===== config.mk =====
export PLATFORM = sky130hd
export DESIGN_NAME = magic_length_record_deframer_top
export DESIGN_NICKNAME = d
export VERILOG_FILES = /design/src/mlrd_pkg.sv /design/src/magic_length_record_deframer_top.sv /design/src/mlrd_in_stage.sv /design/src/mlrd_parse.sv
export SDC_FILE = /design/constraint.sdc
export NUM_CORES = 1
export LEC_CHECK = 0
export ABC_AREA = 1
export BUFFER_PORTS_ARGS = -buffer_cell sky130_fd_sc_hd__buf_2
export CORE_UTILIZATION = 35
export DETAILED_ROUTE_END_ITERATION = 12
export HOLD_SLACK_MARGIN = 0.02
export PLACE_DENSITY = 0.61
export SLEW_MARGIN = 25
export SYNTH_ARGS = -nofsm -noshare
export SYNTH_HDL_FRONTEND = slang
export SYNTH_SLANG_ARGS = --single-unit

===== constraint.sdc =====
create_clock -name clk -period 8.14 [get_ports clk]
set_input_delay 2.035 -clock clk [delete_from_list [all_inputs] [get_ports clk]]
set_output_delay 2.035 -clock clk [all_outputs]
set_load 0.02 [all_outputs]

===== src/mlrd_pkg.sv =====
package mlrd_pkg;

	// Parser modes. Code 3 is never entered; if it were, it behaves as search.
	typedef enum logic [1:0] {
		MODE_SEARCH = 2'd0,
		MODE_LENGTH = 2'd1,
		MODE_SKIP   = 2'd2
	} mode_t;

	// Magic value after reset. The first stream byte lands in bits 7..0.
	localparam logic [31:0] MAGIC_RESET = 32'hE5E9E8E6;

	// Bytes in one gathered word, and the phase of its last byte.
	localparam int unsigned WORD_BYTES = 4;
	localparam logic [1:0] PHASE_LAST = 2'(WORD_BYTES - 1);

	// Result of one parsed byte, handed from the parser to the output register.
	typedef struct packed {
		logic        hit;
		logic [31:0] block_number;
		logic [31:0] start_offset;
	} result_t;

endpackage


===== src/magic_length_record_deframer_top.sv =====
// Channel   Direction  Word                                    Handshake
// s_axis    in         tdata[7:0] data_byte                    tvalid/tready
// m_axis    out        tdata[31:0] block_number,               tvalid/tready
//                      tdata[63:32] start_offset
// cfg       in         cfg_data[31:0] magic_word               cfg_valid/cfg_ready
//
// One byte is taken per cycle while the output is not stalled; a byte sits in the input register
// until the parser steps on it, and its result, if any, is then loaded into the output register.
// The rate is set by the single parse step between the two registers: one byte a cycle unless the output stalls.
// Reset clears the parser state and loads the default magic; no clearing pass is needed.
// While a result waits in a stalled output register the parser holds, so the input
// register keeps its byte and the input stalls until the result word is taken.
module magic_length_record_deframer_top #(
	parameter int unsigned OFFSET_WIDTH = 32
) (
	input  logic        clk,
	input  logic        arst_n,
	input  logic        s_axis_tvalid,
	output logic        s_axis_tready,
	input  logic [7:0]  s_axis_tdata,   // [7:0] data_byte
	output logic        m_axis_tvalid,
	input  logic        m_axis_tready,
	output logic [63:0] m_axis_tdata,   // [31:0] block_number, [63:32] start_offset
	input  logic        cfg_valid,
	output logic        cfg_ready,
	input  logic [31:0] cfg_data        // [31:0] magic_word
);

	logic               valid_s1;
	logic [7:0]         byte_s1;
	logic               advance;
	logic [31:0]        magic_q;
	mlrd_pkg::result_t  result;
	logic               out_valid_q;
	logic [63:0]        out_data_q;

	// The parser steps when a byte waits and the output register can take a result.
	assign advance = valid_s1 && (!out_valid_q || m_axis_tready);

	mlrd_in_stage u_in_stage (
		.clk      (clk),
		.arst_n   (arst_n),
		.in_valid (s_axis_tvalid),
		.in_ready (s_axis_tready),
		.in_byte  (s_axis_tdata),
		.advance  (advance),
		.valid_s1 (valid_s1),
		.byte_s1  (byte_s1)
	);

	mlrd_parse #(
		.OFFSET_WIDTH (OFFSET_WIDTH)
	) u_parse (
		.clk        (clk),
		.arst_n     (arst_n),
		.step       (advance),
		.data_byte  (byte_s1),
		.magic_word (magic_q),
		.result     (result)
	);

	// Magic register; writes are always taken.
	assign cfg_ready = 1'b1;

	always_ff @(posedge clk or negedge arst_n) begin
		if (!arst_n) begin
			magic_q <= mlrd_pkg::MAGIC_RESET;
		end else if (cfg_valid && cfg_ready) begin
			magic_q <= cfg_data;
		end
	end

	// Output register flag.
	always_ff @(posedge clk or negedge arst_n) begin
		if (!arst_n) begin
			out_valid_q <= 1'b0;
		end else if (result.hit) begin
			out_valid_q <= 1'b1;
		end else if (m_axis_tready) begin
			out_valid_q <= 1'b0;
		end
	end

	// Output payload.
	always_ff @(posedge clk) begin
		if (result.hit) begin
			out_data_q <= {result.start_offset, result.block_number};
		end
	end

	assign m_axis_tvalid = out_valid_q;
	assign m_axis_tdata  = out_data_q;

	// A result word never carries block number zero.
	assert property (@(posedge clk) disable iff (!arst_n)
		m_axis_tvalid |-> (m_axis_tdata[31:0] != 32'd0))
		else $error("result word with block number zero");

	// A held result and a waiting byte leave no room for another input word.
	assert property (@(posedge clk) disable iff (!arst_n)
		(valid_s1 && m_axis_tvalid && !m_axis_tready) |-> !s_axis_tready)
		else $error("input accepted while pipeline is full");

	// An empty output register fills only from a parser step.
	assert property (@(posedge clk) disable iff (!arst_n)
		!out_valid_q |=> (!out_valid_q || $past(advance)))
		else $error("result appeared without a parser step");

endmodule


===== src/mlrd_in_stage.sv =====
module mlrd_in_stage (
	input  logic       clk,
	input  logic       arst_n,
	input  logic       in_valid,
	output logic       in_ready,
	input  logic [7:0] in_byte,
	input  logic       advance,
	output logic       valid_s1,
	output logic [7:0] byte_s1
);

	logic       valid_q;
	logic [7:0] byte_q;

	// The stage takes a new word whenever it is empty or its word moves on.
	assign in_ready = !valid_q || advance;

	// Occupancy flag.
	always_ff @(posedge clk or negedge arst_n) begin
		if (!arst_n) begin
			valid_q <= 1'b0;
		end else if (in_ready) begin
			valid_q <= in_valid;
		end
	end

	// Payload register, loaded only on an accepted word.
	always_ff @(posedge clk) begin
		if (in_valid && in_ready) begin
			byte_q <= in_byte;
		end
	end

	assign valid_s1 = valid_q;
	assign byte_s1  = byte_q;

endmodule


===== src/mlrd_parse.sv =====
module mlrd_parse #(
	parameter int unsigned OFFSET_WIDTH = 32
) (
	input  logic                   clk,
	input  logic                   arst_n,
	input  logic                   step,
	input  logic [7:0]             data_byte,
	input  logic [31:0]            magic_word,
	output mlrd_pkg::result_t      result
);

	mlrd_pkg::mode_t           mode_q, mode_d;
	logic [1:0]                phase_q, phase_d;
	logic [31:0]               gather_q, gather_d;
	logic [31:0]               skip_q, skip_d;
	logic [OFFSET_WIDTH-1:0]   offset_q, offset_d;
	logic [31:0]               count_q, count_d;

	logic [31:0]               gathered;
	logic                      word_done;
	logic [31:0]               skip_dec;
	logic                      magic_hit;
	logic [OFFSET_WIDTH+31:0]  offset_ext;

	// Shared decode of the current byte.
	always_comb begin
		gathered   = gather_q | ({24'd0, data_byte} << {phase_q, 3'b000});
		word_done  = (phase_q == mlrd_pkg::PHASE_LAST);
		skip_dec   = (skip_q != 32'd0) ? skip_q - 32'd1 : skip_q;
		magic_hit  = word_done && (gathered == magic_word);
		offset_d   = (offset_q != '1) ? offset_q + OFFSET_WIDTH'(1) : offset_q;
		offset_ext = {32'd0, offset_d};
	end

	// Next parser mode.
	always_comb begin
		mode_d = mode_q;
		case (mode_q)
			mlrd_pkg::MODE_SKIP: begin
				if (skip_dec == 32'd0) begin
					mode_d = mlrd_pkg::MODE_SEARCH;
				end
			end
			mlrd_pkg::MODE_LENGTH: begin
				if (word_done) begin
					mode_d = (gathered != 32'd0) ? mlrd_pkg::MODE_SKIP : mlrd_pkg::MODE_SEARCH;
				end
			end
			default: begin
				if (word_done) begin
					mode_d = magic_hit ? mlrd_pkg::MODE_LENGTH : mlrd_pkg::MODE_SEARCH;
				end
			end
		endcase
	end

	// Datapath updates and the result of this byte.
	always_comb begin
		phase_d  = phase_q;
		gather_d = gather_q;
		skip_d   = skip_q;
		count_d  = count_q;
		result   = '0;
		case (mode_q)
			mlrd_pkg::MODE_SKIP: begin
				skip_d = skip_dec;
				if (skip_dec == 32'd0) begin
					phase_d  = 2'd0;
					gather_d = 32'd0;
				end
			end
			mlrd_pkg::MODE_LENGTH: begin
				phase_d  = phase_q + 2'd1;
				gather_d = word_done ? 32'd0 : gathered;
				if (word_done) begin
					skip_d = gathered;
				end
			end
			default: begin
				phase_d  = phase_q + 2'd1;
				gather_d = word_done ? 32'd0 : gathered;
				if (magic_hit) begin
					count_d = (count_q != '1) ? count_q + 32'd1 : count_q;
					result.hit          = 1'b1;
					result.block_number = count_d;
					result.start_offset = (offset_ext[OFFSET_WIDTH+31:32] != '0) ?
						32'hFFFF_FFFF : offset_ext[31:0];
				end
			end
		endcase
		result.hit = result.hit && step;
	end

	// Parser state, updated once per byte that moves on.
	always_ff @(posedge clk or negedge arst_n) begin
		if (!arst_n) begin
			mode_q   <= mlrd_pkg::MODE_SEARCH;
			phase_q  <= 2'd0;
			gather_q <= 32'd0;
			skip_q   <= 32'd0;
			offset_q <= '0;
			count_q  <= 32'd0;
		end else if (step) begin
			mode_q   <= mode_d;
			phase_q  <= phase_d;
			gather_q <= gather_d;
			skip_q   <= skip_d;
			offset_q <= offset_d;
			count_q  <= count_d;
		end
	end

endmodule

### Yosys cells after proc, flatten, opt, wreduce, memory -nomap -nowiden

Index checks and enable logic that the tools add are counted.

* logic and storage cells: 66
* output and inout bits: 67
* bits of input ports: 45
* flip-flop bits (word level): 238

* bitwise operators: 3
* $add $sub $neg: 4
* multiplexer cells: 19
* reduce and logical (&&, ||, !) cells: 20
* shift operators: 1
* eq/ne operators: 8

Operators by type and width (count)
* $mux 32: 7
* $mux 65: 2
* $add 32x1->32 const B: 2
* $ne 32x32->1 const B: 2
* $pmux 32 s2: 1
* $reduce_bool 32->1: 2
* $eq 32x32->1: 1
* $logic_not 32->1: 1
* $or 32x32->32: 1
* $shl 8x5->32: 1
* $sub 32x1->32 const B: 1
* $mux 2: 5
* $reduce_and 3->1: 2
* $reduce_bool 2->1: 3
* $eq 2x2->1 const B: 2
* $logic_and 1x1->1: 4
* $ne 2x1->1 const B: 2
* $pmux 2 s2: 1
* $reduce_and 4->1: 1
* $mux 1: 3
* $reduce_or 3->1: 1
* $add 2x1->2 const B: 1
* $eq 2x1->1 const B: 1
* $logic_not 1->1: 2
* other kinds (4): 6

### Longest topological paths before layout

* depth in word-level cells: 8
* depth in mapped cells: 19
* depth with buffers taken out: 18

### Hierarchy

From an unflattened synthesis, not the netlist that was laid out.

* cells, all modules: 1756
* area, all modules: 13780.7 µm²

By module, submodules not included
* mlrd_parse: seq. area each 3303.2 µm², times used 1, cells each 1534, area each 10075.9 µm²
* magic_length_record_deframer_top: seq. area each 2771.4 µm², times used 1, cells each 208, area each 3419.5 µm²
* mlrd_in_stage: seq. area each 265.3 µm², times used 1, cells each 14, area each 285.3 µm²

### Least setup slack after synthesis

No wires, ideal clock.

* kind: input-to-reg
* from: input port m_axis_tready
* to: register out_data_q[0], in the netlist m_axis_tdata[0] (enable)
* required time: 7.654 ns
* library setup time: 0.486 ns
* data arrival time: 5.272 ns
* cell stages on the path: 6
* slack: 2.382 ns
* cells stage by stage: nor2_1 inv_1 nand2_1 clkbuf_1 clkbuf_1 nor2_1

RTL lines
* start, declared: RTL line magic_length_record_deframer_top.sv:22 `input logic m_axis_tready,`
* end signal, assigned: RTL line magic_length_record_deframer_top.sv:87 `out_data_q <= {result.start_offset, result.block_number};`
* end, declared: RTL line magic_length_record_deframer_top.sv:35 `logic [63:0] out_data_q;`

### Worst setup path in the final report

* from: input port m_axis_tready
* to: output port s_axis_tready

* word-level cells in the longest chain between the ends: 3

RTL lines
* $logic_or 1x1->1: RTL line magic_length_record_deframer_top.sv:38 `assign advance = valid_s1 && (!out_valid_q || m_axis_tready);`
* $logic_and 1x1->1: RTL line magic_length_record_deframer_top.sv:38
* $logic_or 1x1->1: RTL line mlrd_in_stage.sv:16 `assign in_ready = !valid_q || advance;`
* end, declared: RTL line magic_length_record_deframer_top.sv:19 `output logic s_axis_tready,`

Every way passes these cells.

==> results.md <==
- Fmax: 0.219 GHz
- Clk buf depth: 3
- Crit. End Element: output pin
- Asr flop ratio synth: 69.7%
- Syn_nets: 1789
- Reg2Reg Depth: 11
- Met1 GRT Util: 27.2%
- Post_cts resized: 0
- Ys flop type: dfrtp_1
- CTS clock-pin slew for the worst setup and hold paths: 0.06 ns
- Initial core utilization: 35.6%
- TritonCTS clock tree: yes
- Clk sinks: 238
- Commonest non-fill, non-tap cells in the layout: 468 x nand2_1, 218 x nor2_1, 189 x inv_1
- Total track usage: 19.8%
- Total clock buffers created by CTS: 27
- Post-synth top area share: 27.4%
- Worst Setup EP: s_axis_tready
- Min-Delay Path Class: register to register
- Max Cap Viol: 0
- Slew Limit Fails: 0
- Worst-path maximum fanout: 3
- Met2 usage: 32.1%
- Leak: 6.87 nW
- Post-synth top area cell: dfrtp_1
- Die Wd: 198 um
- Met3 Use GR: 2.52%
- Final antenna-violating net count: 0
- R2r endpoint: m_axis_tdata[14]
- Busiest grt layer: met2
- Largest net degree at the start of global routing: 89
- Die Y: 198 um
- Mapped Avg Cell Area: 7.72 um2
- Least-Margin Pin Slew: 0.845 ns
- Type of origin of the critical path: primary input
- CP Class: primary input to output pin
- CTS Hold Bufs: 0
- Post-synth EDFFs: 72
- Arr. time, crit path: 2.52 ns
- Setup TNS: 0 ns
- Worst r2r src: u_parse.phase_q[1]
- Setup WS post-layout: 3.58 ns
- DRC Markers: 0
- Vias in the first global route: 11300
- # Post-CTS Setup Buffers: 0
- DP Worst Slack: 3.58 ns
- Endpoints failing hold: 0
- Area Growth Syn to Fin: 14.7%
- Gate Count Post-Synth: 1737
- Worst slew margin: 43.6%
- Pwr dens: 225 mW/mm2
- Nets@finish: 1875
- Die area: 0.0391 mm2
- Total wire length: 38.1 mm
- Status: finished clean
- Ports: 112
- Vias per cell: 5.03
- Hold_ws: 0.466 ns
- First-pass GRT wire length: 61.2 mm
- Vias: 11800
- R2R Setup Slk: 4.02 ns
- Initial DRT Pass Iterations: 6
- DRT iter0 DRCs: 1081
- Rows: 71
- Worst Path Required: 6.11 ns
- Yosys warning total: 0
- DR WL/cell: 16.2 um
- Area contributors post-synth: dfrtp_1 27%, edfxtp_1 16%, nand2_1 13%
- Synthesized area: 0.0134 mm2
- CP startpoint: m_axis_tready
- Hpwl dp: 27.7 mm
- VDD IR-drop max: 0.172 mV
- Clock latency at the later pin of the worst-skew pair: 0.56 ns
- Antenna violations before repair: 1
- Pwr Total: 0.00347 W
- RSZ-0062 raised after global routing: no
- Port buffer count: 110
- Clock Skew: 0.0221 ns
- Most common cell after layout, fill and taps aside: nand2_1
- Minimum clock period: 4.56 ns
- Tcrit/Tclk final: 56.0%
- Clk root buf: clkbuf_16
- Seq/Total Area, Yosys: 47.3%
- CTS H-tree lvls: 1
- Number of synthesized register bits: 238
- # diodes: 0
- Share of cells above drive strength 1: 12.1%
- Netlist cell types: 47
- Overflow after GRT: 0
- # setup viols final: 0
- GP Congestion: 0.914
- Total core area: 0.0377 mm2
==> layout make-up <==
cell class / count / area, um2
Clock buffer: 32 / 694
Inverter: 197 / 742
Timing Repair Buffer: 122 / 659
Multi-Input combinational cell: 1237 / 6010
Clock inverter: 18 / 290
Tap cell: 511 / 639
Sequential cell: 238 / 6340
Fill cell: 3918 / 22300
==> layer usage <==
layer	routed length, um	share of wire (%)	vias up
met2	17500	46	359
li1	-	-	5837
met1	17200	45	5560
met3	2130	5.6	76
met5	13	0.034	-
met4	1280	3.4	2
==> worst max-delay path, stage by stage <==
cell and delay (ns):
buf_2 0.10, nor2_1 0.12, nand2_1 0.10, buf_2 0.17
==> flip-flops by register name (all words and copies together), names as in the netlist <==
signal / cells
m_axis_tdata: 64
magic_q: 32
u_parse.count_q: 32
u_parse.gather_q: 32
u_parse.offset_q: 32
u_parse.skip_q: 32
u_in_stage.byte_s1: 8
u_parse.mode_q: 2
u_parse.phase_q: 2
m_axis_tvalid: 1
u_in_stage.valid_s1: 1
==> power by group <==
part | internal (W) | switching (W) | total (W) | leakage (nW)
registers | 0.00134 | 0.0000798 | 0.00141 | 2.83
clock network | 0.000860 | 0.000495 | 0.00135 | 0.476
logic | 0.000198 | 0.000499 | 0.000697 | 3.56
==> synthesized netlist by cell type (37+ instances only) <==
master and number:
nand3_1 73, edfxtp_1 72, inv_1 189, clkbuf_1 38
a21oi_1 37, o21ai_1 48, nand4_1 87, nand2_1 468
nor2_1 220, o21ai_0 108, dfrtp_1 147, xor2_1 54
==> how the worst min path moves through the flow <==
stage	startpoint	to	slack [ns]	cells past startpoint
finish	u_parse.gather_q[13]	u_parse.gather_q[13]	0.47	2
global route	u_parse.gather_q[10]	u_parse.gather_q[10]	0.48	2
CTS	u_parse.gather_q[13]	u_parse.gather_q[13]	0.47	2
detailed placement	u_parse.gather_q[13]	u_parse.gather_q[13]	0.45	2
global placement	u_parse.gather_q[8]	u_parse.gather_q[8]	0.45	2
floorplan	u_parse.gather_q[10]	u_parse.gather_q[10]	0.43	2
==> kinds of logic (layout without fill, tap and decap cells) <==
logic type / count (synthesis) / in the layout / share of synthesized area (%)
adder cells (fa/ha/maj): 7 / 7 / 0.653
buffers and inverters: 262 / 369 / 7.94
XOR/XNOR: 74 / 74 / 4.84
AND/OR/NAND/NOR: 928 / 928 / 30.1
other: 1 / 1 / 0.0280
multiplexers: 4 / 4 / 0.336
flip-flops: 238 / 238 / 47.3
AO/OA/AOI/OAI: 223 / 223 / 8.80
==> per-stage QoR <==
stage,std cells,area (um2),util [%]
2_1_floorplan,1737,13400,-
3_3_place_gp,2304,14400,38.1
3_5_place_dp,2305,14400,38.2
4_1_cts,2355,15400,40.8
5_1_grt,2355,15400,40.8
6_report,2355,15400,40.8
(Power assumes the default switching activity.)
